`src/rtl/bsc_pkg.sv`:
```
// Package for the binary synchronous link controller: event, line, response codes,
// link states and the CRC-16 byte update. No dependencies.
`default_nettype none
package bsc_pkg;

    localparam int BLOCK_MAX_DEF  = 256;
    localparam int MAX_BLOCKS_DEF = 16;

    // input events
    localparam logic [4:0] EV_ENQ = 5'd1, EV_STX = 5'd2, EV_ETX = 5'd4,
        EV_ACK = 5'd5, EV_NAK = 5'd6, EV_TTD = 5'd7, EV_RVI = 5'd8, EV_WACK = 5'd9,
        EV_EOT = 5'd10, EV_DISC = 5'd11, EV_TICK = 5'd12, EV_HSEND = 5'd13,
        EV_HRECV = 5'd14, EV_HOPEN = 5'd15, EV_HDISC = 5'd16;

    // line codes
    localparam logic [3:0] LC_NONE = 4'd0, LC_ENQ = 4'd1, LC_NAK = 4'd2,
        LC_ACK0 = 4'd3, LC_ACK1 = 4'd4, LC_WACK = 4'd5, LC_RVI = 4'd6,
        LC_EOT = 4'd7, LC_DLEEOT = 4'd8, LC_TTD = 4'd9, LC_BLOCK = 4'd10;

    // response kinds
    localparam logic [3:0] RK_NORMAL = 4'd0, RK_NOTOPEN = 4'd1, RK_ALREADY = 4'd2,
        RK_RVI = 4'd3, RK_EOT = 4'd4, RK_ACKERR = 4'd5, RK_TIMEOUT = 4'd6,
        RK_RETRY = 4'd7, RK_SEND = 4'd8, RK_RECV = 4'd9, RK_OPENERR = 4'd10;

    // link states
    localparam logic [3:0] LS_CLOSED = 4'd0, LS_IDLE = 4'd1, LS_TXWAIT = 4'd2,
        LS_TEXT = 4'd3, LS_BID = 4'd4, LS_SENT = 4'd5, LS_ACKWAIT = 4'd6,
        LS_HOLD = 4'd7, LS_DONE = 4'd8;

    // host requests
    localparam logic [1:0] HR_NONE = 2'd0, HR_SEND = 2'd1, HR_RECV = 2'd2, HR_DISC = 2'd3;

    // timer actions
    localparam logic [1:0] TA_NONE = 2'd0, TA_STOP = 2'd1, TA_SHORT = 2'd2, TA_LONG = 2'd3;

    // config register indexes
    localparam logic [2:0] CR_BLEN = 3'd0, CR_SCNT = 3'd1, CR_TO = 3'd2, CR_TTD = 3'd3,
        CR_ACK = 3'd4, CR_NAK = 3'd5, CR_WBID = 3'd6, CR_WACK = 3'd7;

    typedef struct packed {
        logic [4:0] mode;
        logic [7:0] rx_byte;
        logic       ack_parity;
        logic [7:0] open_status;
    } t_event;

    typedef struct packed {
        logic [3:0] line_code;
        logic [3:0] block_index;
        logic       deliver_block;
        logic       response_valid;
        logic [3:0] response_kind;
        logic [3:0] response_state;
        logic [7:0] response_detail;
        logic [1:0] timer_action;
        logic       modem_close;
    } t_result;

    typedef struct packed {
        logic [8:0] block_length;
        logic [4:0] send_block_count;
        logic [7:0] timeout_limit;
        logic [7:0] ttd_limit;
        logic [7:0] ack_retry_limit;
        logic [7:0] nak_retry_limit;
        logic [7:0] wack_limit_bid;
        logic [7:0] wack_limit_ack_wait;
    } t_cfg;

    // reflected CRC-16 (0xA001), one byte, eight bit steps
    function automatic logic [15:0] crc16_byte(input logic [15:0] crc, input logic [7:0] b);
        logic [15:0] c;
        c = crc ^ {8'd0, b};
        for (int k = 0; k < 8; k++) begin
            c = c[0] ? ((c >> 1) ^ 16'hA001) : (c >> 1);
        end
        return c;
    endfunction

    function automatic logic [7:0] sat15(input logic [5:0] v);
        return (v > 6'd15) ? 8'd15 : {2'd0, v};
    endfunction

endpackage
`default_nettype wire

```
`src/rtl/bsc_cfg_regs.sv`:
```
// Configuration register file of the link controller.
// Depends on bsc_pkg.
`default_nettype none
module bsc_cfg_regs
    import bsc_pkg::*;
(
    input  wire logic       i_clk,
    input  wire logic       i_rst_n,
    input  wire logic       i_wr,
    input  wire logic [2:0] i_idx,
    input  wire logic [8:0] i_data,
    output t_cfg            o_cfg
);
    t_cfg r_cfg;

    always_ff @(posedge i_clk) begin
        if (!i_rst_n) begin
            r_cfg <= '{block_length: 9'd256, send_block_count: 5'd1, timeout_limit: 8'd8,
                       ttd_limit: 8'd8, ack_retry_limit: 8'd3, nak_retry_limit: 8'd3,
                       wack_limit_bid: 8'd8, wack_limit_ack_wait: 8'd8};
        end else if (i_wr) begin
            case (i_idx)
                CR_BLEN: r_cfg.block_length        <= i_data;
                CR_SCNT: r_cfg.send_block_count    <= i_data[4:0];
                CR_TO:   r_cfg.timeout_limit       <= i_data[7:0];
                CR_TTD:  r_cfg.ttd_limit           <= i_data[7:0];
                CR_ACK:  r_cfg.ack_retry_limit     <= i_data[7:0];
                CR_NAK:  r_cfg.nak_retry_limit     <= i_data[7:0];
                CR_WBID: r_cfg.wack_limit_bid      <= i_data[7:0];
                CR_WACK: r_cfg.wack_limit_ack_wait <= i_data[7:0];
                default: ;
            endcase
        end
    end

    assign o_cfg = r_cfg;
endmodule
`default_nettype wire

```
`src/rtl/bsc_engine.sv`:
```
// Link state machine: one event a cycle while i_go is high, from the input port;
// next state and result combinational, receive store written. Depends on bsc_pkg.
`default_nettype none
module bsc_engine
    import bsc_pkg::*;
#(
    parameter int BLOCK_MAX  = BLOCK_MAX_DEF,
    parameter int MAX_BLOCKS = MAX_BLOCKS_DEF
) (
    input  wire logic    i_clk,
    input  wire logic    i_rst_n,
    input  wire logic    i_go,
    input  t_event       i_ev,
    input  t_cfg         i_cfg,
    output t_result      o_res
);
    localparam int PW = $clog2(BLOCK_MAX + 2);
    localparam int AW = $clog2(BLOCK_MAX);

    logic [3:0]  r_st, n_st;
    logic [1:0]  r_req, n_req;
    logic        r_enq, n_enq, r_rvi, n_rvi, r_exp, n_exp;
    logic [7:0]  r_to, n_to, r_ttd, n_ttd, r_ackc, n_ackc, r_nakc, n_nakc, r_wc, n_wc;
    logic [PW-1:0] r_ptr, n_ptr;
    logic [15:0] r_crc, n_crc;
    logic [4:0]  r_sent, n_sent;
    logic [3:0]  r_rcv, n_rcv;
    logic [3:0]  r_last, n_last;
    logic [7:0]  r_buf [BLOCK_MAX];
    logic        buf_we;
    t_result     res;

    always_ff @(posedge i_clk) begin
        if (i_go && buf_we) r_buf[r_ptr[AW-1:0]] <= i_ev.rx_byte;
    end

    // the store is written only; data kept for a host-side reader
    logic [4:0] blk_cap;
    assign blk_cap = (r_sent >= 5'(MAX_BLOCKS)) ? 5'(MAX_BLOCKS - 1) : r_sent;

    always_comb begin
        logic [4:0] ev;
        logic       ok;
        ev = i_ev.mode;
        ok = 1'b0;
        n_st = r_st; n_req = r_req; n_enq = r_enq; n_rvi = r_rvi; n_exp = r_exp;
        n_to = r_to; n_ttd = r_ttd; n_ackc = r_ackc; n_nakc = r_nakc; n_wc = r_wc;
        n_ptr = r_ptr; n_crc = r_crc; n_sent = r_sent; n_rcv = r_rcv; n_last = r_last;
        buf_we = 1'b0;
        res = '0;
        if (ev >= EV_ENQ && ev <= EV_HDISC) begin
            if (r_st == LS_CLOSED) begin
                if (ev == EV_TICK) res.timer_action = TA_STOP;
                else if (ev == EV_HSEND || ev == EV_HRECV) begin
                    res.response_valid = 1'b1; res.response_kind = RK_NOTOPEN;
                end else if (ev == EV_HOPEN) begin
                    res.response_valid = 1'b1;
                    if (i_ev.open_status == 8'd0) begin
                        n_st = LS_IDLE; n_req = HR_NONE; n_enq = 1'b0; n_rvi = 1'b0;
                        n_to = '0; n_sent = '0; n_rcv = '0; res.timer_action = TA_LONG;
                    end else begin
                        res.response_kind = RK_OPENERR; res.response_detail = i_ev.open_status;
                    end
                end else if (ev == EV_HDISC) res.response_valid = 1'b1;
            end else if (ev == EV_DISC) begin
                prog_end(r_req == HR_SEND ? RK_SEND : r_req == HR_RECV ? RK_RECV : RK_NORMAL,
                         r_req == HR_NONE);
            end else if (ev == EV_HOPEN) begin
                res.response_valid = 1'b1; res.response_kind = RK_ALREADY;
                res.response_state = r_st;
            end else if (ev == EV_HDISC) begin
                if (r_st >= LS_SENT && r_st <= LS_DONE) n_req = HR_DISC;
                else abort_line(RK_NORMAL);
            end else if (ev == EV_HSEND || ev == EV_HRECV) begin
                if (r_st == LS_IDLE) begin
                    if (ev == EV_HSEND) send_bid();
                    else begin
                        n_req = HR_RECV;
                        if (r_enq) begin
                            send_line(LC_ACK0); n_exp = 1'b1; n_st = LS_TXWAIT;
                            n_ttd = '0; n_enq = 1'b0; n_to = '0; res.timer_action = TA_LONG;
                        end
                    end
                end else begin
                    n_req = (ev == EV_HSEND) ? HR_SEND : HR_RECV;
                    if (r_st == LS_HOLD && r_enq) text_reply(n_req);
                    else if (r_st == LS_DONE && r_to == 8'd0) hold_nak(n_req);
                end
            end else begin
                case (r_st)
                    LS_IDLE: begin
                        if (ev == EV_ENQ) begin
                            if (r_req == HR_NONE) begin
                                n_enq = 1'b1; n_to = '0; res.timer_action = TA_SHORT;
                            end else begin
                                if (r_req == HR_SEND) send_line(LC_NAK);
                                else if (r_req == HR_RECV) begin
                                    send_line(LC_ACK0); n_exp = 1'b1;
                                    n_st = LS_TXWAIT; n_ttd = '0;
                                end
                                n_enq = 1'b0; n_to = '0; res.timer_action = TA_LONG;
                            end
                        end else if (ev == EV_TICK) tick_idle_wack();
                    end
                    LS_TXWAIT: begin
                        if (ev == EV_ENQ) begin
                            send_line(r_last); n_to = '0; res.timer_action = TA_LONG;
                        end else if (ev == EV_STX) begin
                            n_ptr = '0; n_crc = '0; n_st = LS_TEXT; n_to = '0;
                            res.timer_action = TA_LONG;
                        end else if (ev == EV_TTD) begin
                            if (r_ttd < i_cfg.ttd_limit) begin
                                send_line(LC_NAK); n_ttd = r_ttd + 8'd1; n_to = '0;
                                res.timer_action = TA_LONG;
                            end else abort_line(RK_RETRY);
                        end else if (ev == EV_EOT) begin
                            n_enq = 1'b0; n_rvi = 1'b0;
                            if (r_req == HR_SEND) send_bid();
                            else begin
                                if (r_req == HR_RECV) begin
                                    n_req = HR_NONE; res.response_valid = 1'b1;
                                end
                                to_idle();
                            end
                        end else if (ev == EV_TICK) tick_count();
                    end
                    LS_TEXT: begin
                        if (ev == EV_ENQ) begin
                            send_line(LC_NAK); n_st = LS_TXWAIT; n_to = '0; n_ttd = '0;
                            res.timer_action = TA_LONG;
                        end else if (ev == EV_ETX) begin
                            if (r_crc == 16'd0 && r_ptr == PW'(i_cfg.block_length)) begin
                                if (r_req == HR_NONE) begin
                                    n_enq = 1'b1; n_st = LS_HOLD; n_to = '0;
                                    res.timer_action = TA_SHORT;
                                end else text_reply(r_req);
                            end else begin
                                send_line(LC_NAK); n_st = LS_TXWAIT; n_enq = 1'b0;
                                n_ttd = '0; n_to = '0; res.timer_action = TA_LONG;
                            end
                        end else if (ev == EV_TICK) tick_count();
                        else begin
                            buf_we = (r_ptr < PW'(BLOCK_MAX));
                            if (r_ptr <= PW'(BLOCK_MAX)) n_ptr = r_ptr + PW'(1);
                            n_crc = crc16_byte(r_crc, i_ev.rx_byte);
                            n_to = '0; res.timer_action = TA_LONG;
                        end
                    end
                    LS_BID: begin
                        if (ev == EV_ACK) begin
                            if (!i_ev.ack_parity) begin
                                send_block(); n_exp = 1'b1; n_st = LS_SENT; n_to = '0;
                                n_ackc = '0; n_nakc = '0; n_wc = '0;
                                res.timer_action = TA_LONG;
                            end else begin
                                retry_enq(r_ackc, i_cfg.ack_retry_limit, ok);
                                if (ok) n_ackc = r_ackc + 8'd1;
                            end
                        end else if (ev == EV_NAK) begin
                            retry_enq(r_nakc, i_cfg.nak_retry_limit, ok);
                            if (ok) n_nakc = r_nakc + 8'd1;
                        end else if (ev == EV_RVI) rvi_received();
                        else if (ev == EV_WACK) begin
                            retry_enq(r_wc, i_cfg.wack_limit_bid, ok);
                            if (ok) n_wc = r_wc + 8'd1;
                        end else if (ev == EV_TICK) tick_send(LC_ENQ);
                    end
                    LS_SENT: begin
                        if (ev == EV_ACK) begin
                            if (i_ev.ack_parity == r_exp) ack_good();
                            else begin
                                send_line(LC_ENQ); n_st = LS_ACKWAIT; n_to = '0;
                                res.timer_action = TA_LONG;
                            end
                        end else if (ev == EV_NAK) nak_resend();
                        else if (ev == EV_RVI) rvi_received();
                        else if (ev == EV_WACK || ev == EV_TICK) begin
                            send_line(LC_ENQ); n_st = LS_ACKWAIT; n_to = '0;
                            res.timer_action = TA_LONG;
                        end else if (ev == EV_EOT) eot_received(HR_SEND);
                    end
                    LS_ACKWAIT: begin
                        if (ev == EV_ACK) begin
                            if (i_ev.ack_parity == r_exp) ack_good();
                            else begin
                                if (r_ackc < i_cfg.ack_retry_limit) begin
                                    send_block(); n_st = LS_SENT; n_ackc = r_ackc + 8'd1;
                                end else begin
                                    send_line(LC_EOT);
                                    res.response_valid = 1'b1; res.response_kind = RK_ACKERR;
                                    res.response_state = LS_ACKWAIT;
                                    res.response_detail = sat15({1'b0, r_sent} + 6'd1);
                                    n_st = LS_IDLE; n_enq = 1'b0;
                                end
                                n_to = '0; res.timer_action = TA_LONG;
                            end
                        end else if (ev == EV_NAK) nak_resend();
                        else if (ev == EV_RVI) rvi_received();
                        else if (ev == EV_WACK) begin
                            retry_enq(r_wc, i_cfg.wack_limit_ack_wait, ok);
                            if (ok) n_wc = r_wc + 8'd1;
                        end else if (ev == EV_EOT) eot_received(HR_SEND);
                        else if (ev == EV_TICK) tick_send(LC_ENQ);
                    end
                    LS_HOLD: begin
                        if (ev == EV_ENQ) begin
                            if (r_req == HR_NONE) begin
                                n_enq = 1'b1; res.timer_action = TA_SHORT;
                            end else text_reply(r_req);
                        end else if (ev == EV_EOT) eot_received(HR_RECV);
                        else if (ev == EV_TICK) tick_idle_wack();
                    end
                    LS_DONE: begin
                        if (ev == EV_NAK) hold_nak(r_req);
                        else if (ev == EV_EOT) eot_received(HR_SEND);
                        else if (ev == EV_TICK) tick_send(LC_TTD);
                    end
                    default: ;
                endcase
            end
        end
    end

    // helpers act on the next-state and result variables of the block above
    function automatic void send_line(input logic [3:0] c);
        res.line_code = c; n_last = c;
    endfunction

    function automatic void send_block();
        res.line_code = LC_BLOCK; res.block_index = blk_cap[3:0];
    endfunction

    function automatic void prog_end(input logic [3:0] kind, input logic quiet);
        if (!quiet) begin
            res.response_valid = 1'b1;
            if (!(kind == RK_NORMAL || r_req == HR_DISC)) begin
                res.response_kind = kind; res.response_state = r_st;
                if (r_req == HR_SEND) res.response_detail = sat15({1'b0, r_sent} + 6'd1);
                else if (r_req == HR_RECV)
                    res.response_detail = sat15({2'b0, r_rcv} + 6'd1);
            end
            n_req = HR_NONE;
        end
        res.modem_close = 1'b1; n_st = LS_CLOSED;
    endfunction

    function automatic void abort_line(input logic [3:0] kind);
        send_line(LC_DLEEOT); prog_end(kind, 1'b0);
    endfunction

    function automatic void to_idle();
        n_st = LS_IDLE; n_enq = 1'b0; n_to = '0; res.timer_action = TA_LONG;
    endfunction

    function automatic void send_bid();
        send_line(LC_ENQ); n_to = '0; n_ackc = '0; n_nakc = '0; n_wc = '0;
        n_exp = 1'b0; n_st = LS_BID; n_req = HR_SEND; res.timer_action = TA_LONG;
    endfunction

    function automatic void text_reply(input logic [1:0] req);
        if (req == HR_SEND) begin
            if (!r_rvi) begin
                send_line(LC_RVI); n_rvi = 1'b1; n_exp = ~r_exp;
            end else begin
                send_line(r_exp ? LC_ACK1 : LC_ACK0); n_exp = ~r_exp;
            end
        end else if (req == HR_RECV) begin
            send_line(r_exp ? LC_ACK1 : LC_ACK0); n_exp = ~r_exp;
            res.deliver_block = 1'b1;
            if (r_rcv < 4'd15) n_rcv = r_rcv + 4'd1;
        end
        n_st = LS_TXWAIT; n_enq = 1'b0; n_ttd = '0; n_to = '0; res.timer_action = TA_LONG;
    endfunction

    function automatic void hold_nak(input logic [1:0] req);
        if (req == HR_NONE) res.timer_action = TA_SHORT;
        else begin
            if (req == HR_SEND) begin
                send_block(); n_st = LS_SENT; n_ackc = '0; n_nakc = '0; n_wc = '0;
            end else begin
                send_line(LC_EOT); n_st = LS_IDLE; n_enq = 1'b0;
            end
            n_to = '0; res.timer_action = TA_LONG;
        end
    endfunction

    function automatic void tick_idle_wack();
        if (r_to < i_cfg.timeout_limit) begin
            if (r_enq) begin
                n_enq = 1'b0; send_line(LC_WACK); n_to = '0;
            end else n_to = r_to + 8'd1;
            res.timer_action = TA_LONG;
        end else abort_line(RK_TIMEOUT);
    endfunction

    function automatic void tick_count();
        if (r_to < i_cfg.timeout_limit) begin
            n_to = r_to + 8'd1; res.timer_action = TA_LONG;
        end else abort_line(RK_TIMEOUT);
    endfunction

    function automatic void tick_send(input logic [3:0] code);
        if (r_to < i_cfg.timeout_limit) begin
            send_line(code); n_to = r_to + 8'd1; res.timer_action = TA_LONG;
        end else abort_line(RK_TIMEOUT);
    endfunction

    function automatic void retry_enq(input logic [7:0] cnt, input logic [7:0] lim,
                                      output logic ok);
        ok = (cnt < lim);
        if (ok) begin
            send_line(LC_ENQ); n_to = '0; res.timer_action = TA_LONG;
        end else abort_line(RK_RETRY);
    endfunction

    function automatic void rvi_received();
        send_line(LC_EOT);
        res.response_valid = 1'b1; res.response_kind = RK_RVI; res.response_state = r_st;
        res.response_detail = sat15({1'b0, r_sent} + 6'd1);
        n_req = HR_NONE; to_idle();
    endfunction

    function automatic void eot_received(input logic [1:0] req);
        if (r_req == req) begin
            res.response_valid = 1'b1; res.response_kind = RK_EOT;
            res.response_state = r_st;
            res.response_detail = (req == HR_SEND) ? sat15({1'b0, r_sent} + 6'd1)
                                                   : sat15({2'b0, r_rcv} + 6'd1);
            n_req = HR_NONE;
        end
        to_idle();
    endfunction

    function automatic void ack_good();
        logic [4:0] s;
        s = r_sent;
        if (r_req == HR_SEND) begin
            n_req = HR_NONE; n_exp = ~r_exp;
            if (r_sent < 5'd31) s = r_sent + 5'd1;
            n_sent = s;
            if (s == i_cfg.send_block_count) res.response_valid = 1'b1;
        end
        n_st = LS_DONE; n_to = '0; res.timer_action = TA_SHORT;
    endfunction

    function automatic void nak_resend();
        if (r_nakc < i_cfg.nak_retry_limit) begin
            send_block(); n_nakc = r_nakc + 8'd1; n_to = '0; n_st = LS_SENT;
            res.timer_action = TA_LONG;
        end else abort_line(RK_RETRY);
    endfunction

    always_ff @(posedge i_clk) begin
        if (!i_rst_n) begin
            r_st <= LS_CLOSED; r_req <= HR_NONE; r_enq <= 1'b0; r_rvi <= 1'b0; r_exp <= 1'b0;
            r_to <= '0; r_ttd <= '0; r_ackc <= '0; r_nakc <= '0; r_wc <= '0;
            r_ptr <= '0; r_crc <= '0; r_sent <= '0; r_rcv <= '0; r_last <= LC_NONE;
        end else if (i_go) begin
            r_st <= n_st; r_req <= n_req; r_enq <= n_enq; r_rvi <= n_rvi; r_exp <= n_exp;
            r_to <= n_to; r_ttd <= n_ttd; r_ackc <= n_ackc; r_nakc <= n_nakc; r_wc <= n_wc;
            r_ptr <= n_ptr; r_crc <= n_crc; r_sent <= n_sent; r_rcv <= n_rcv;
            r_last <= n_last;
        end
    end

    assign o_res = res;

    a_ptr_bound: assert property (@(posedge i_clk) disable iff (!i_rst_n)
        r_ptr <= PW'(BLOCK_MAX + 1)) else $error("byte pointer past limit");
    a_state_range: assert property (@(posedge i_clk) disable iff (!i_rst_n)
        r_st <= LS_DONE) else $error("link state out of range");
    a_close_state: assert property (@(posedge i_clk) disable iff (!i_rst_n)
        i_go && res.modem_close |=> r_st == LS_CLOSED) else $error("close without closed");
endmodule
`default_nettype wire

```
`src/rtl/bsc_link_protocol_engine_top.sv`:
```
// Top level of the binary synchronous link controller.
// Depends on bsc_pkg, bsc_cfg_regs and bsc_engine.
//
// Usage:
//  - s_axis carries one event per transfer; tdata = {open_status, ack_parity,
//    rx_byte, mode} from the high bit down. Each event gives exactly one result.
//  - m_axis carries the result; tdata packs line_code, block_index,
//    deliver_block, response_valid, response_kind, response_state,
//    response_detail, timer_action, modem_close from the low bit up.
//  - cfg channel writes register i_cfg_index with i_cfg_data; take it only
//    while the block is idle. It is always ready.
//  - Latency: an accepted event's result appears on the next cycle.
//    Throughput: one event per cycle while the receiver keeps tready high; the
//    link state and CRC update for an event are registered together with the
//    result register at the input handshake.
//  - Stall: when the receiver holds tready low the result register holds and
//    the input side is ready only if the result register is empty or drains.
//  - Reset (synchronous, active low): link closed, counters cleared, config at
//    defaults, result register empty. The receive store is not cleared.
`default_nettype none
module bsc_link_protocol_engine_top
    import bsc_pkg::*;
#(
    parameter int BLOCK_MAX  = BLOCK_MAX_DEF,
    parameter int MAX_BLOCKS = MAX_BLOCKS_DEF
) (
    input  wire logic        i_clk,
    input  wire logic        i_rst_n,
    input  wire logic        s_axis_tvalid,
    output logic             s_axis_tready,
    input  wire logic [23:0] s_axis_tdata,   // mode[4:0] rx_byte[12:5] ack_parity[13] open_status[21:14]
    output logic             m_axis_tvalid,
    input  wire logic        m_axis_tready,
    output logic [31:0]      m_axis_tdata,   // line_code, block_index, deliver, rsp_valid, kind, state, detail, timer, close
    input  wire logic        i_cfg_valid,
    output logic             o_cfg_ready,
    input  wire logic [2:0]  i_cfg_index,
    input  wire logic [8:0]  i_cfg_data
);
    t_cfg    cfg;
    t_event  ev;
    t_result res;
    t_result r_out;
    logic    r_ov;
    logic    go;

    assign o_cfg_ready   = 1'b1;
    assign s_axis_tready = !r_ov || m_axis_tready;
    assign go            = s_axis_tvalid && s_axis_tready;

    assign ev.mode        = s_axis_tdata[4:0];
    assign ev.rx_byte     = s_axis_tdata[12:5];
    assign ev.ack_parity  = s_axis_tdata[13];
    assign ev.open_status = s_axis_tdata[21:14];

    bsc_cfg_regs u_cfg (
        .i_clk, .i_rst_n, .i_wr(i_cfg_valid), .i_idx(i_cfg_index), .i_data(i_cfg_data),
        .o_cfg(cfg)
    );

    bsc_engine #(.BLOCK_MAX(BLOCK_MAX), .MAX_BLOCKS(MAX_BLOCKS)) u_eng (
        .i_clk, .i_rst_n, .i_go(go), .i_ev(ev), .i_cfg(cfg), .o_res(res)
    );

    always_ff @(posedge i_clk) begin
        if (!i_rst_n) r_ov <= 1'b0;
        else if (go) r_ov <= 1'b1;
        else if (m_axis_tready) r_ov <= 1'b0;
    end

    always_ff @(posedge i_clk) begin
        if (go) r_out <= res;
    end

    assign m_axis_tvalid = r_ov;
    assign m_axis_tdata  = {3'd0, r_out.modem_close, r_out.timer_action, r_out.response_detail,
                            r_out.response_state, r_out.response_kind, r_out.response_valid,
                            r_out.deliver_block, r_out.block_index, r_out.line_code};
endmodule
`default_nettype wire
```
`config.mk`:
```
export PLATFORM = sky130hd
export DESIGN_NAME = bsc_link_protocol_engine_top
export DESIGN_NICKNAME = d
export VERILOG_FILES = /design/src/rtl/bsc_pkg.sv /design/src/rtl/bsc_cfg_regs.sv /design/src/rtl/bsc_engine.sv /design/src/rtl/bsc_link_protocol_engine_top.sv
export SDC_FILE = /design/constraint.sdc
export NUM_CORES = 1
export LEC_CHECK = 0
export BUFFER_PORTS_ARGS = -buffer_cell sky130_fd_sc_hd__buf_4
export CAP_MARGIN = 20
export CORE_ASPECT_RATIO = 0.8
export CORE_MARGIN = 4
export CORE_UTILIZATION = 48
export CTS_CLUSTER_DIAMETER = 100
export DETAILED_ROUTE_END_ITERATION = 10
export PLACE_DENSITY_LB_ADDON = 0.08
export SETUP_SLACK_MARGIN = 0.4
export SLEW_MARGIN = 20
export SYNTH_ARGS = -nofsm -noshare
export SYNTH_HDL_FRONTEND = slang
export SYNTH_HIERARCHICAL = 1
export SYNTH_SLANG_ARGS = --single-unit
export TNS_END_PERCENT = 100
```
`constraint.sdc`:
```
create_clock -name i_clk -period 7.4 [get_ports i_clk]
set_input_delay 0.74 -clock i_clk [delete_from_list [all_inputs] [get_ports i_clk]]
set_output_delay 0.74 -clock i_clk [all_outputs]
set_load 0.005 [all_outputs]
```
## Yosys cells after proc, flatten, opt, wreduce, memory -nomap -nowiden

Index checks and enable logic that the tools add are counted.

- Register bits after elaboration: 179
- Output and inout port bits: 35

- Muxes and demuxes: 789
- $add $sub $neg: 10
- Reduce and logical (&&, ||, !) cells: 58
- Eq/ne operators: 191
- Order comparisons: 16
- Bitwise operators: 16

Operators with widths:

| operator | count |
|---|---|
| 20-bit 2-to-1 mux | 65 |
| 8-bit 2-to-1 mux | 127 |
| 4-bit 2-to-1 mux | 200 |
| 19-bit 2-to-1 mux | 33 |
| 17-bit 2-to-1 mux | 32 |
| 16-bit 2-to-1 mux | 17 |
| 5-bit 2-to-1 mux | 37 |
| 18-bit 2-to-1 mux | 9 |
| 20-bit case mux with 8 select lines | 1 |
| 2-bit 2-to-1 mux | 78 |
| 1-bit 2-to-1 mux | 147 |
| 8-bit case mux with 4 select lines | 4 |
| 4-bit case mux with 8 select lines | 3 |
| 28-bit AND reduction | 3 |
| 9-bit 2-to-1 mux | 8 |
| 5-bit by 3-bit inequality test with 1-bit output (second input constant) | 14 |
| 8-bit case mux with 8 select lines | 1 |
| 3-bit by 2-bit inequality test with 1-bit output (second input constant) | 20 |
| 3-bit by 1-bit inequality test with 1-bit output (second input constant) | 19 |
| 7-bit by 3-bit inequality test with 1-bit output (second input constant) | 8 |
| 6-bit by 2-bit inequality test with 1-bit output (second input constant) | 9 |
| 4-bit by 2-bit inequality test with 1-bit output (second input constant) | 13 |
| 8-bit less-than comparator | 6 |
| 21-bit AND reduction | 2 |
| 98 further kinds | 224 |

## Depth between registers and ports, before layout

Gate-level depths: netlist of the first run.

- Word-level depth: 41
- Gate-level depth with buffers: 12

## By module

The synthesis of the first run kept the hierarchy.

By module, submodules not included:

| module | seq. area each (µm²) | area each (µm²) | instances | cells an instance |
|---|---|---|---|---|
| bsc_engine | 1741.7 | 11014.3 | 1 | 1600 |
| bsc_cfg_regs | 1241.2 | 2316.0 | 1 | 221 |
| bsc_link_protocol_engine_top | 890.9 | 965.9 | 1 | 40 |

## Worst setup path after synthesis of the first run

Ideal clock, no wire load.

- Kind: input -> register
- Start: in s_axis_tdata[18]
- End: reg u_eng.r_to[7]
- Arrival time: 3138 ps
- Data required time: 7327 ps
- Stages: 9
- Path buffers: 1
- Library setup time: 73 ps
- Path slack: 4189 ps
- Cells stage by stage: or4_4 > nor4_4 > o211ai_4 > a2111oi_4 > nand3_1 > or3_1 > buf_6 > or4_4 > o22ai_2

- Word-level cells in the longest chain between the ends: 3

RTL lines:

| what | RTL line | RTL |
|---|---|---|
| start: declaration | bsc_link_protocol_engine_top.sv:31 | `input wire logic [23:0] s_axis_tdata,` |
| 8-bit zero test | bsc_engine.sv:58 | `if (i_ev.open_status == 8'd0) begin` |
| 2-bit inequality test (no source line) | - |  |
| 18-bit AND reduction (no source line) | - |  |
| end signal: assignment | bsc_engine.sv:360 | `r_to <= n_to; r_ttd <= n_ttd; r_ackc <= n_ackc; r_nakc <= n_nakc; r_wc <= n_wc;` |
| end: declaration | bsc_engine.sv:23 | `logic [7:0] r_to, n_to, r_ttd, n_ttd, r_ackc, n_ackc, r_nakc, n_nakc, r_wc, n_wc;` |

No other way between the ends.
A chain may end at the register's enable or synchronous reset.

## Final worst setup path of the first run

- Start: reg u_eng.r_st[0]
- End: reg u_eng.r_nakc[7]

- Word-level cells in the longest chain between the ends: 4

RTL lines:

| what | RTL line | RTL |
|---|---|---|
| start: declaration | bsc_engine.sv:20 | `logic [3:0] r_st, n_st;` |
| start signal: assignment | bsc_engine.sv:359 | `r_st <= n_st; r_req <= n_req; r_enq <= n_enq; r_rvi <= n_rvi; r_exp <= n_exp;` |
| 4-bit by 3-bit equality test with 1-bit output, or another cell as far along | bsc_engine.sv:90 | `case (r_st)` |
| 2-bit OR reduction (no source line), or another cell as far along | - |  |
| 3-bit by 2-bit inequality test with 1-bit output (no source line), or another cell as far along | - |  |
| 20-bit AND reduction (no source line) or 8-bit 2-to-1 mux (tied branches) | - |  |
| end signal: assignment | bsc_engine.sv:360 |  |
| end: declaration | bsc_engine.sv:23 |  |

Several ways; a longest one is shown, not always the timed one.

==> flow_metrics.env, run 1 <==
export IMPL_status="completed"
export IMPL_nets=1978
export IMPL_finalClockSkew_ps=10.5
export IMPL_route_vias_total=16000
export IMPL_routed_wire_length_per_instance_um=29.3
export IMPL_ys_seq_elements=179
export IMPL_placement_setup_worst_slack_ps=2970
export IMPL_worst_r2r_setup_slack_ps=2900
export IMPL_layout_setup_ws_ps=2900
export IMPL_critical_path_peak_fanout=26
export IMPL_dominantRegCellSynth="sky130_fd_sc_hd__dfxtp_1"
export IMPL_critPathCaptureType="flip-flop"
export IMPL_drv_cap=0
export IMPL_hold_path_startpoint="u_cfg/o_cfg[40]$_SDFFE_PN0P_"
export IMPL_final_min_period_over_clock_period_pct=60.8
export IMPL_detailed_place_hpwl_mm=48.2
export IMPL_hold_depth=2
export IMPL_timing_max_transition_violations_final=0
export IMPL_via_per_inst=7.08
export IMPL_starting_utilization_of_the_core_area_pct=48.7
export IMPL_grt_ovfl_total=0
export IMPL_ctsHtreeMaxLevel=4
export IMPL_floorplan_die_width_um=201
export IMPL_place_gp_congestion=1.09
export IMPL_filler_cell_count=2808
export IMPL_post_cts_repair_setup_buffers=0
export IMPL_ant_nets=0
export IMPL_fin_cells=2268
export IMPL_hp_class="flip-flop to flip-flop"
export IMPL_power_leakage_nw=5.97
export IMPL_pwr_share_comb_pct=10.3
export IMPL_unrepaired_setup_endpoints_after_global_routing="false"
export IMPL_critPathKind="flip-flop to flip-flop"
export IMPL_type_of_origin_of_the_critical_path="flip-flop"
export IMPL_power_density_mw_per_mm2=136
export IMPL_startpoint="u_eng/r_st[0]$_SDFFE_PN0P_"
export IMPL_clock_fmax_mhz=222
export IMPL_postCtsResizedCells=0
export IMPL_cts_tree="built"
export IMPL_detail_route_drc_violations=0
export IMPL_io_buffer_count=69
export IMPL_worst_hold_path_endpoint="u_cfg/o_cfg[40]$_SDFFE_PN0P_"
export IMPL_core_region_area_mm2=0.0294
export IMPL_sequentialPowerShare_pct=47.3
export IMPL_cp_arrival_ps=4890
export IMPL_synth_enable_flop_cells=29
export IMPL_total_power_mw=2.13
export IMPL_share_clk_of_total_power_pct=42.3
export IMPL_wl_mm=66.5
export IMPL_ys_warn_count=6
export IMPL_die_height_um=162
export IMPL_fin_util_pct=53.5
export IMPL_path_clk_slew_ps=70
export IMPL_via_count_of_the_first_global_routing_pass=15200
export IMPL_grt_max_degree=61
export IMPL_finalSetupTns_ps=0
export IMPL_dp_cells=2235
export IMPL_gr_usage_all_layers_pct=39.4
export IMPL_cts_buffers_inserted=17
export IMPL_fp_row_count=56
export IMPL_setup_violations=0
export IMPL_number_of_design_rule_violations_left_by_the_first_detailed_router_iteration=2564
export IMPL_deepest_clock_path_buffer_count=2
export IMPL_tightestPinTransition_ps=1200
export IMPL_p_switching_mw=0.577
export IMPL_rr_worst_depth=9
export IMPL_drt_first_pass_iters=8
export IMPL_ir_drop_mv=0.138
export IMPL_cts_root_cell="sky130_fd_sc_hd__clkbuf_16"
export IMPL_gate_count_post_synth=1861
export IMPL_report_final_hold_viol_count=0
export IMPL_finalWorstPathRequiredPeriod_ps=4500
export IMPL_timing_max_slew_rel_slack_pct=19.4
export IMPL_p_sw_share_pct=27.1
export IMPL_cellInternalPower_mw=1.56
export IMPL_ioPinCount=76
export IMPL_hold_slack_ps=461
export IMPL_cts_hold_buffers=0
export IMPL_finalInstanceArea_mm2=0.0157
export IMPL_required_ps=7790
export IMPL_grt_pass1_wl_mm=97.6
export IMPL_rr_endpoint="u_eng/r_nakc[7]$_SDFFE_PN0P_"
export IMPL_worst_r2r_startpoint="u_eng/r_st[0]$_SDFFE_PN0P_"
export IMPL_area_delta_synth_final_pct=9.90
export IMPL_netlist_area_mm2=0.0143
export IMPL_drive_above_1_share_pct=10.7
export IMPL_dieArea_mm2=0.0326
export IMPL_worst_skew_pair_late_latency_ps=450
export IMPL_initial_antenna_violation_count=2
export IMPL_synth_avg_cell_area_um2=7.68
export IMPL_post_dp_cell_area_mm2=0.0151
export IMPL_ys_async_sr_fraction_pct=0
export IMPL_synth_seq_area_share_pct=27.1
export IMPL_synth_distinct_cells=113
export IMPL_cts_sinks=179
## critical path, stage by stage, from the launching register on
cell	delay, ps
sky130_fd_sc_hd__dfxtp_1	800
sky130_fd_sc_hd__buf_4	500
sky130_fd_sc_hd__nor4_4	80
sky130_fd_sc_hd__a21oi_1	310
sky130_fd_sc_hd__nand4_1	390
sky130_fd_sc_hd__nor4_1	1030
sky130_fd_sc_hd__and4_1	590
sky130_fd_sc_hd__nand4_1	220
sky130_fd_sc_hd__or3_1	350
sky130_fd_sc_hd__a21oi_1	140
## power groups by stage
stage | Sequential [mW] | Combinational, mW | Clock [mW]
2_1_floorplan | 1.03 | 0.124 | 0
3_3_place_gp | 1.03 | 0.208 | 0
3_5_place_dp | 1.03 | 0.210 | 0
4_1_cts | 1.01 | 0.211 | 0.920
5_1_grt | 1.01 | 0.229 | 0.955
6_report | 1.01 | 0.220 | 0.904
## placed cells by master, fill, tap and decap left out, types with 9 or more instances in the layout
master / instances
sky130_fd_sc_hd__o31ai_1: 10
sky130_fd_sc_hd__o21ai_0: 126
sky130_fd_sc_hd__clkbuf_16: 17
sky130_fd_sc_hd__o21ai_1: 12
sky130_fd_sc_hd__a21o_1: 16
sky130_fd_sc_hd__nand2b_1: 16
sky130_fd_sc_hd__inv_1: 68
sky130_fd_sc_hd__a31oi_1: 33
sky130_fd_sc_hd__o2111ai_1: 9
sky130_fd_sc_hd__edfxtp_1: 29
sky130_fd_sc_hd__nand4_1: 25
sky130_fd_sc_hd__dfxtp_1: 150
sky130_fd_sc_hd__nand2_1: 208
sky130_fd_sc_hd__nand3_1: 69
sky130_fd_sc_hd__and3_1: 27
sky130_fd_sc_hd__o21a_1: 15
sky130_fd_sc_hd__a21oi_1: 155
sky130_fd_sc_hd__o211ai_1: 17
sky130_fd_sc_hd__o22ai_1: 15
sky130_fd_sc_hd__nor2b_1: 29
sky130_fd_sc_hd__a22oi_1: 10
sky130_fd_sc_hd__xnor2_1: 33
sky130_fd_sc_hd__buf_4: 120
sky130_fd_sc_hd__or3_1: 21
sky130_fd_sc_hd__ha_1: 60
sky130_fd_sc_hd__nor2_1: 153
sky130_fd_sc_hd__a211oi_1: 30
sky130_fd_sc_hd__a2111oi_0: 10
sky130_fd_sc_hd__a311oi_1: 9
sky130_fd_sc_hd__nor4_1: 15
sky130_fd_sc_hd__nor3_1: 46
sky130_fd_sc_hd__xor2_1: 32
sky130_fd_sc_hd__mux2i_1: 75
## per-layer routing
metal	global-route usage, %	wire length (um)	up-vias
li1	-	-	6950
met1	51.6	26900	7577
met2	55.9	26000	1214
met3	16.3	9540	303
met4	19.8	3960	4
met5	0	39	-
## cell type report
cell class | instances | area [um2] | share of cell area [%]
Multi-Input combinational cell | 1489 | 9630 | 61.3
Sequential cell | 179 | 3870 | 24.7
Timing Repair Buffer | 120 | 901 | 5.73
Tap cell | 377 | 472 | 3.00
Clock buffer | 20 | 447 | 2.84
Inverter | 70 | 263 | 1.67
Clock inverter | 12 | 120 | 0.765
Antenna cell | 1 | 2.50 | 0.0159
## worst max path at each step
| stage | to | slack [ps] | cells past startpoint |
|---|---|---|---|
| CTS | u_eng/r_nakc[7]$_SDFFE_PN0P_ | 3130 | 9 |
| finish | u_eng/r_nakc[7]$_SDFFE_PN0P_ | 2900 | 9 |
| global route | u_eng/r_nakc[7]$_SDFFE_PN0P_ | 2690 | 9 |
| detailed placement | u_eng/r_nakc[7]$_SDFFE_PN0P_ | 2970 | 9 |
| floorplan | u_eng/r_to[7]$_SDFFE_PN0P_ | 4190 | 9 |
| global placement | u_eng/r_sent[3]$_SDFFE_PN0P_ | 3020 | 9 |
## cell usage after synthesis, types with 21 or more instances
library cell	number	area (um2)
sky130_fd_sc_hd__nand2_1	208	781
sky130_fd_sc_hd__a21oi_1	155	776
sky130_fd_sc_hd__nor2_1	153	574
sky130_fd_sc_hd__dfxtp_1	150	3000
sky130_fd_sc_hd__o21ai_0	126	631
sky130_fd_sc_hd__clkbuf_1	86	323
sky130_fd_sc_hd__mux2i_1	75	751
sky130_fd_sc_hd__nand3_1	69	345
sky130_fd_sc_hd__inv_1	68	255
sky130_fd_sc_hd__ha_1	60	751
sky130_fd_sc_hd__nor3_1	47	235
sky130_fd_sc_hd__a31oi_1	33	206
sky130_fd_sc_hd__xnor2_1	33	289
sky130_fd_sc_hd__xor2_1	32	280
sky130_fd_sc_hd__a211oi_1	30	225
sky130_fd_sc_hd__edfxtp_1	29	871
sky130_fd_sc_hd__nor2b_1	29	181
sky130_fd_sc_hd__and3_1	27	169
sky130_fd_sc_hd__nand4_1	25	156
sky130_fd_sc_hd__or3_1	21	131
## registers in the layout, summed over array words and instances (netlist names), 5 cells and up
| signal | cells |
|---|---|
| u_eng/r_sent | 5 |
| u_eng/r_wc | 8 |
| u_cfg/o_cfg | 62 |
| u_eng/r_ptr | 9 |
| u_eng/r_ttd | 8 |
| u_eng/r_to | 8 |
| u_eng/r_nakc | 8 |
| m_axis_tdata | 29 |
| u_eng/r_crc | 16 |
| u_eng/r_ackc | 8 |
## cell families (layout without fill, tap and decap cells)
kind of cell | count (synthesis) | in the layout | share of synthesized area, %
XOR/XNOR | 68 | 68 | 4.32
other | 2 | 5 | 0.0525
flip-flops | 179 | 179 | 27.1
adder cells (fa/ha/maj) | 60 | 60 | 5.25
AO/OA/AOI/OAI | 581 | 581 | 26.8
buffers and inverters | 195 | 222 | 6.09
multiplexers | 76 | 76 | 5.33
AND/OR/NAND/NOR | 700 | 700 | 25.1
Power figures use the tool's default switching activity.
==> inputs of run 2 (changes only) <==
==> constraint.sdc (replaced) <==
create_clock -name i_clk -period 4.67 [get_ports i_clk]
set_input_delay 0.467 -clock i_clk [delete_from_list [all_inputs] [get_ports i_clk]]
set_output_delay 0.467 -clock i_clk [all_outputs]
set_load 0.005 [all_outputs]
==> run 2 against run 1 <==
  * Clock skew up 4.2 ps
  * Clock power up 62%
  * Non-clock buffer count up 73
  * Worst setup slack worse by 2300 ps
  * Combinational power up 64%
  * Sequential power up 58%
  * Wire length up 3.3%
  * Global-route usage up 1.3 points
  * Worst hold slack worse by 200 ps
  * Power up 61%
==> flow_metrics.env, run 2 (synthesis gave the netlist of run 1 again) <==
export IMPL_status="completed"
export IMPL_cts_tree="built"
export IMPL_area_delta_synth_final_pct=14.0
export IMPL_ant_nets=0
export IMPL_hold_slack_ps=265
export IMPL_clock_fmax_mhz=243
export IMPL_io_buffer_count=69
export IMPL_critPathKind="flip-flop to flip-flop"
export IMPL_critical_path_slowest_cell="sky130_fd_sc_hd__nor2_1"
export IMPL_setup_violations=0
export IMPL_postCtsResizedCells=0
export IMPL_power_leakage_nw=6.34
export IMPL_timing_max_transition_violations_final=0
export IMPL_largest_register_ffs=62
export IMPL_cts_hold_buffers=0
export IMPL_number_of_design_rule_violations_left_by_the_first_detailed_router_iteration=2380
export IMPL_layout_common_cells="sky130_fd_sc_hd__nand2_1, sky130_fd_sc_hd__buf_4, sky130_fd_sc_hd__a21oi_1"
export IMPL_slowest_delay_ps=990
export IMPL_detail_route_drc_violations=0
export IMPL_route_vias_total=16300
export IMPL_cts_buffers_inserted=17
export IMPL_via_count_of_the_first_global_routing_pass=15400
export IMPL_die_height_um=162
export IMPL_finalWorstPathRequiredPeriod_ps=4120
export IMPL_timing_max_slew_rel_slack_pct=17.3
export IMPL_drv_cap=0
export IMPL_initial_antenna_violation_count=2
export IMPL_finalSetupTns_ps=0
export IMPL_required_ps=5050
export IMPL_finalClockSkew_ps=14.7
export IMPL_fin_cells=2341
export IMPL_deepest_clock_path_buffer_count=2
export IMPL_drt_first_pass_iters=6
export IMPL_place_gp_congestion=1.11
export IMPL_critPathCaptureType="flip-flop"
export IMPL_via_per_inst=6.98
export IMPL_gr_usage_all_layers_pct=40.7
export IMPL_unrepaired_setup_endpoints_after_global_routing="false"
export IMPL_detailed_place_hpwl_mm=52.1
export IMPL_type_of_origin_of_the_critical_path="flip-flop"
export IMPL_cts_root_cell="sky130_fd_sc_hd__clkbuf_16"
export IMPL_worstPathCellList="inv_1 -> ha_1 -> nor2_1 -> o2111ai_1 -> a221o_1 -> a211o_1 -> nand2b_1 -> or3b_1 -> a21oi_1"
export IMPL_drive_above_1_share_pct=14.1
export IMPL_tightestPinTransition_ps=1230
export IMPL_critical_path_peak_fanout=13
export IMPL_floorplan_die_width_um=201
export IMPL_fp_row_count=56
export IMPL_grt_max_degree=67
export IMPL_wl_mm=68.7
export IMPL_routed_wire_length_per_instance_um=29.4
export IMPL_crit_family="simple AND/OR/NAND/NOR gates"
export IMPL_report_final_hold_viol_count=0
export IMPL_ctsHtreeMaxLevel=4
export IMPL_ioPinCount=76
export IMPL_cp_arrival_ps=4500
export IMPL_grt_ovfl_total=0
export IMPL_core_region_area_mm2=0.0294
export IMPL_dp_cells=2308
export IMPL_starting_utilization_of_the_core_area_pct=48.7
export IMPL_layout_commonest_cell="sky130_fd_sc_hd__nand2_1"
export IMPL_cts_sinks=179
export IMPL_hp_class="input port to flip-flop"
export IMPL_post_cts_repair_setup_buffers=0
export IMPL_grt_pass1_wl_mm=100
export IMPL_crit_buf_inv=1
export IMPL_filler_cell_count=2670
export IMPL_dieArea_mm2=0.0326
export IMPL_path_clk_slew_ps=80
export IMPL_ir_drop_mv=0.228
export IMPL_power_density_mw_per_mm2=210
export IMPL_final_min_period_over_clock_period_pct=88.2
export IMPL_nets=2051
export IMPL_worst_skew_pair_late_latency_ps=460
## run 2: cell count changes in the layout (fill, tap and decap cells not counted), moves of 2 or more
cell and delta:
sky130_fd_sc_hd__clkinv_4 +2, sky130_fd_sc_hd__clkinvlp_4 +2, sky130_fd_sc_hd__buf_4 +72, sky130_fd_sc_hd__clkinv_2 -2
sky130_fd_sc_hd__inv_6 -2
## run 2: worst paths after layout
check / startpoint / to / slack (ps) / cells past startpoint
max: u_eng/r_req[1]$_SDFFE_PN0P_ / u_eng/r_rcv[2]$_SDFFE_PN0P_ / 550 / 9
min: s_axis_tvalid / m_axis_tvalid$_SDFFE_PN0P_ / 260 / 3
max reg2reg: u_eng/r_req[1]$_SDFFE_PN0P_ / u_eng/r_rcv[2]$_SDFFE_PN0P_ / 550 / 9
min reg2reg: u_cfg/o_cfg[40]$_SDFFE_PN0P_ / u_cfg/o_cfg[40]$_SDFFE_PN0P_ / 460 / 2
## run 2: final cells by class
type,count,area (um2),share of cell area [%]
multi-input combinational,1489,9630,59.1
sequential,179,3870,23.8
timing repair buffer,193,1460,8.97
tap,377,472,2.89
clock buffer,19,443,2.72
inverter,70,263,1.61
clock inverter,13,146,0.898
antenna,1,2.50,0.0154
## run 2: per-layer routing
metal  GRT usage, %  up-vias  wire [um]  share of wire, %
li1               -     7082          -                 -
met1           54.3     7805      28100                41
met2           58.8     1203      27800                40
met3           15.5      253       9420                14
met4           17.9        4       3360               4.9
met5              0        -         28             0.041
## run 2: through the flow
stage          power, mW  util, %  setup slack (ps)  instance area [um2]
3_5_place_dp        1.98     53.5               889                15700
3_3_place_gp        1.97     53.4               854                15700
4_1_cts             3.43     55.5               846                16300
5_1_grt             3.53     55.5               547                16300
6_report            3.43     55.5               550                16300
2_1_floorplan       1.83        -              1730                14300
## run 2: worst reg2reg max path: stages, from the launching register on
cell,delay [ps]
sky130_fd_sc_hd__dfxtp_1,480
sky130_fd_sc_hd__inv_1,130
sky130_fd_sc_hd__ha_1,510
sky130_fd_sc_hd__nor2_1,990
sky130_fd_sc_hd__o2111ai_1,360
sky130_fd_sc_hd__a221o_1,470
sky130_fd_sc_hd__a211o_1,400
sky130_fd_sc_hd__nand2b_1,230
sky130_fd_sc_hd__or3b_1,370
sky130_fd_sc_hd__a21oi_1,130
## run 2: power breakdown
part           leakage [nW]  internal [mW]  switching [mW]
Clock                 0.278          0.769           0.696
Combinational          4.56          0.123           0.238
Sequential             1.50           1.59          0.0109
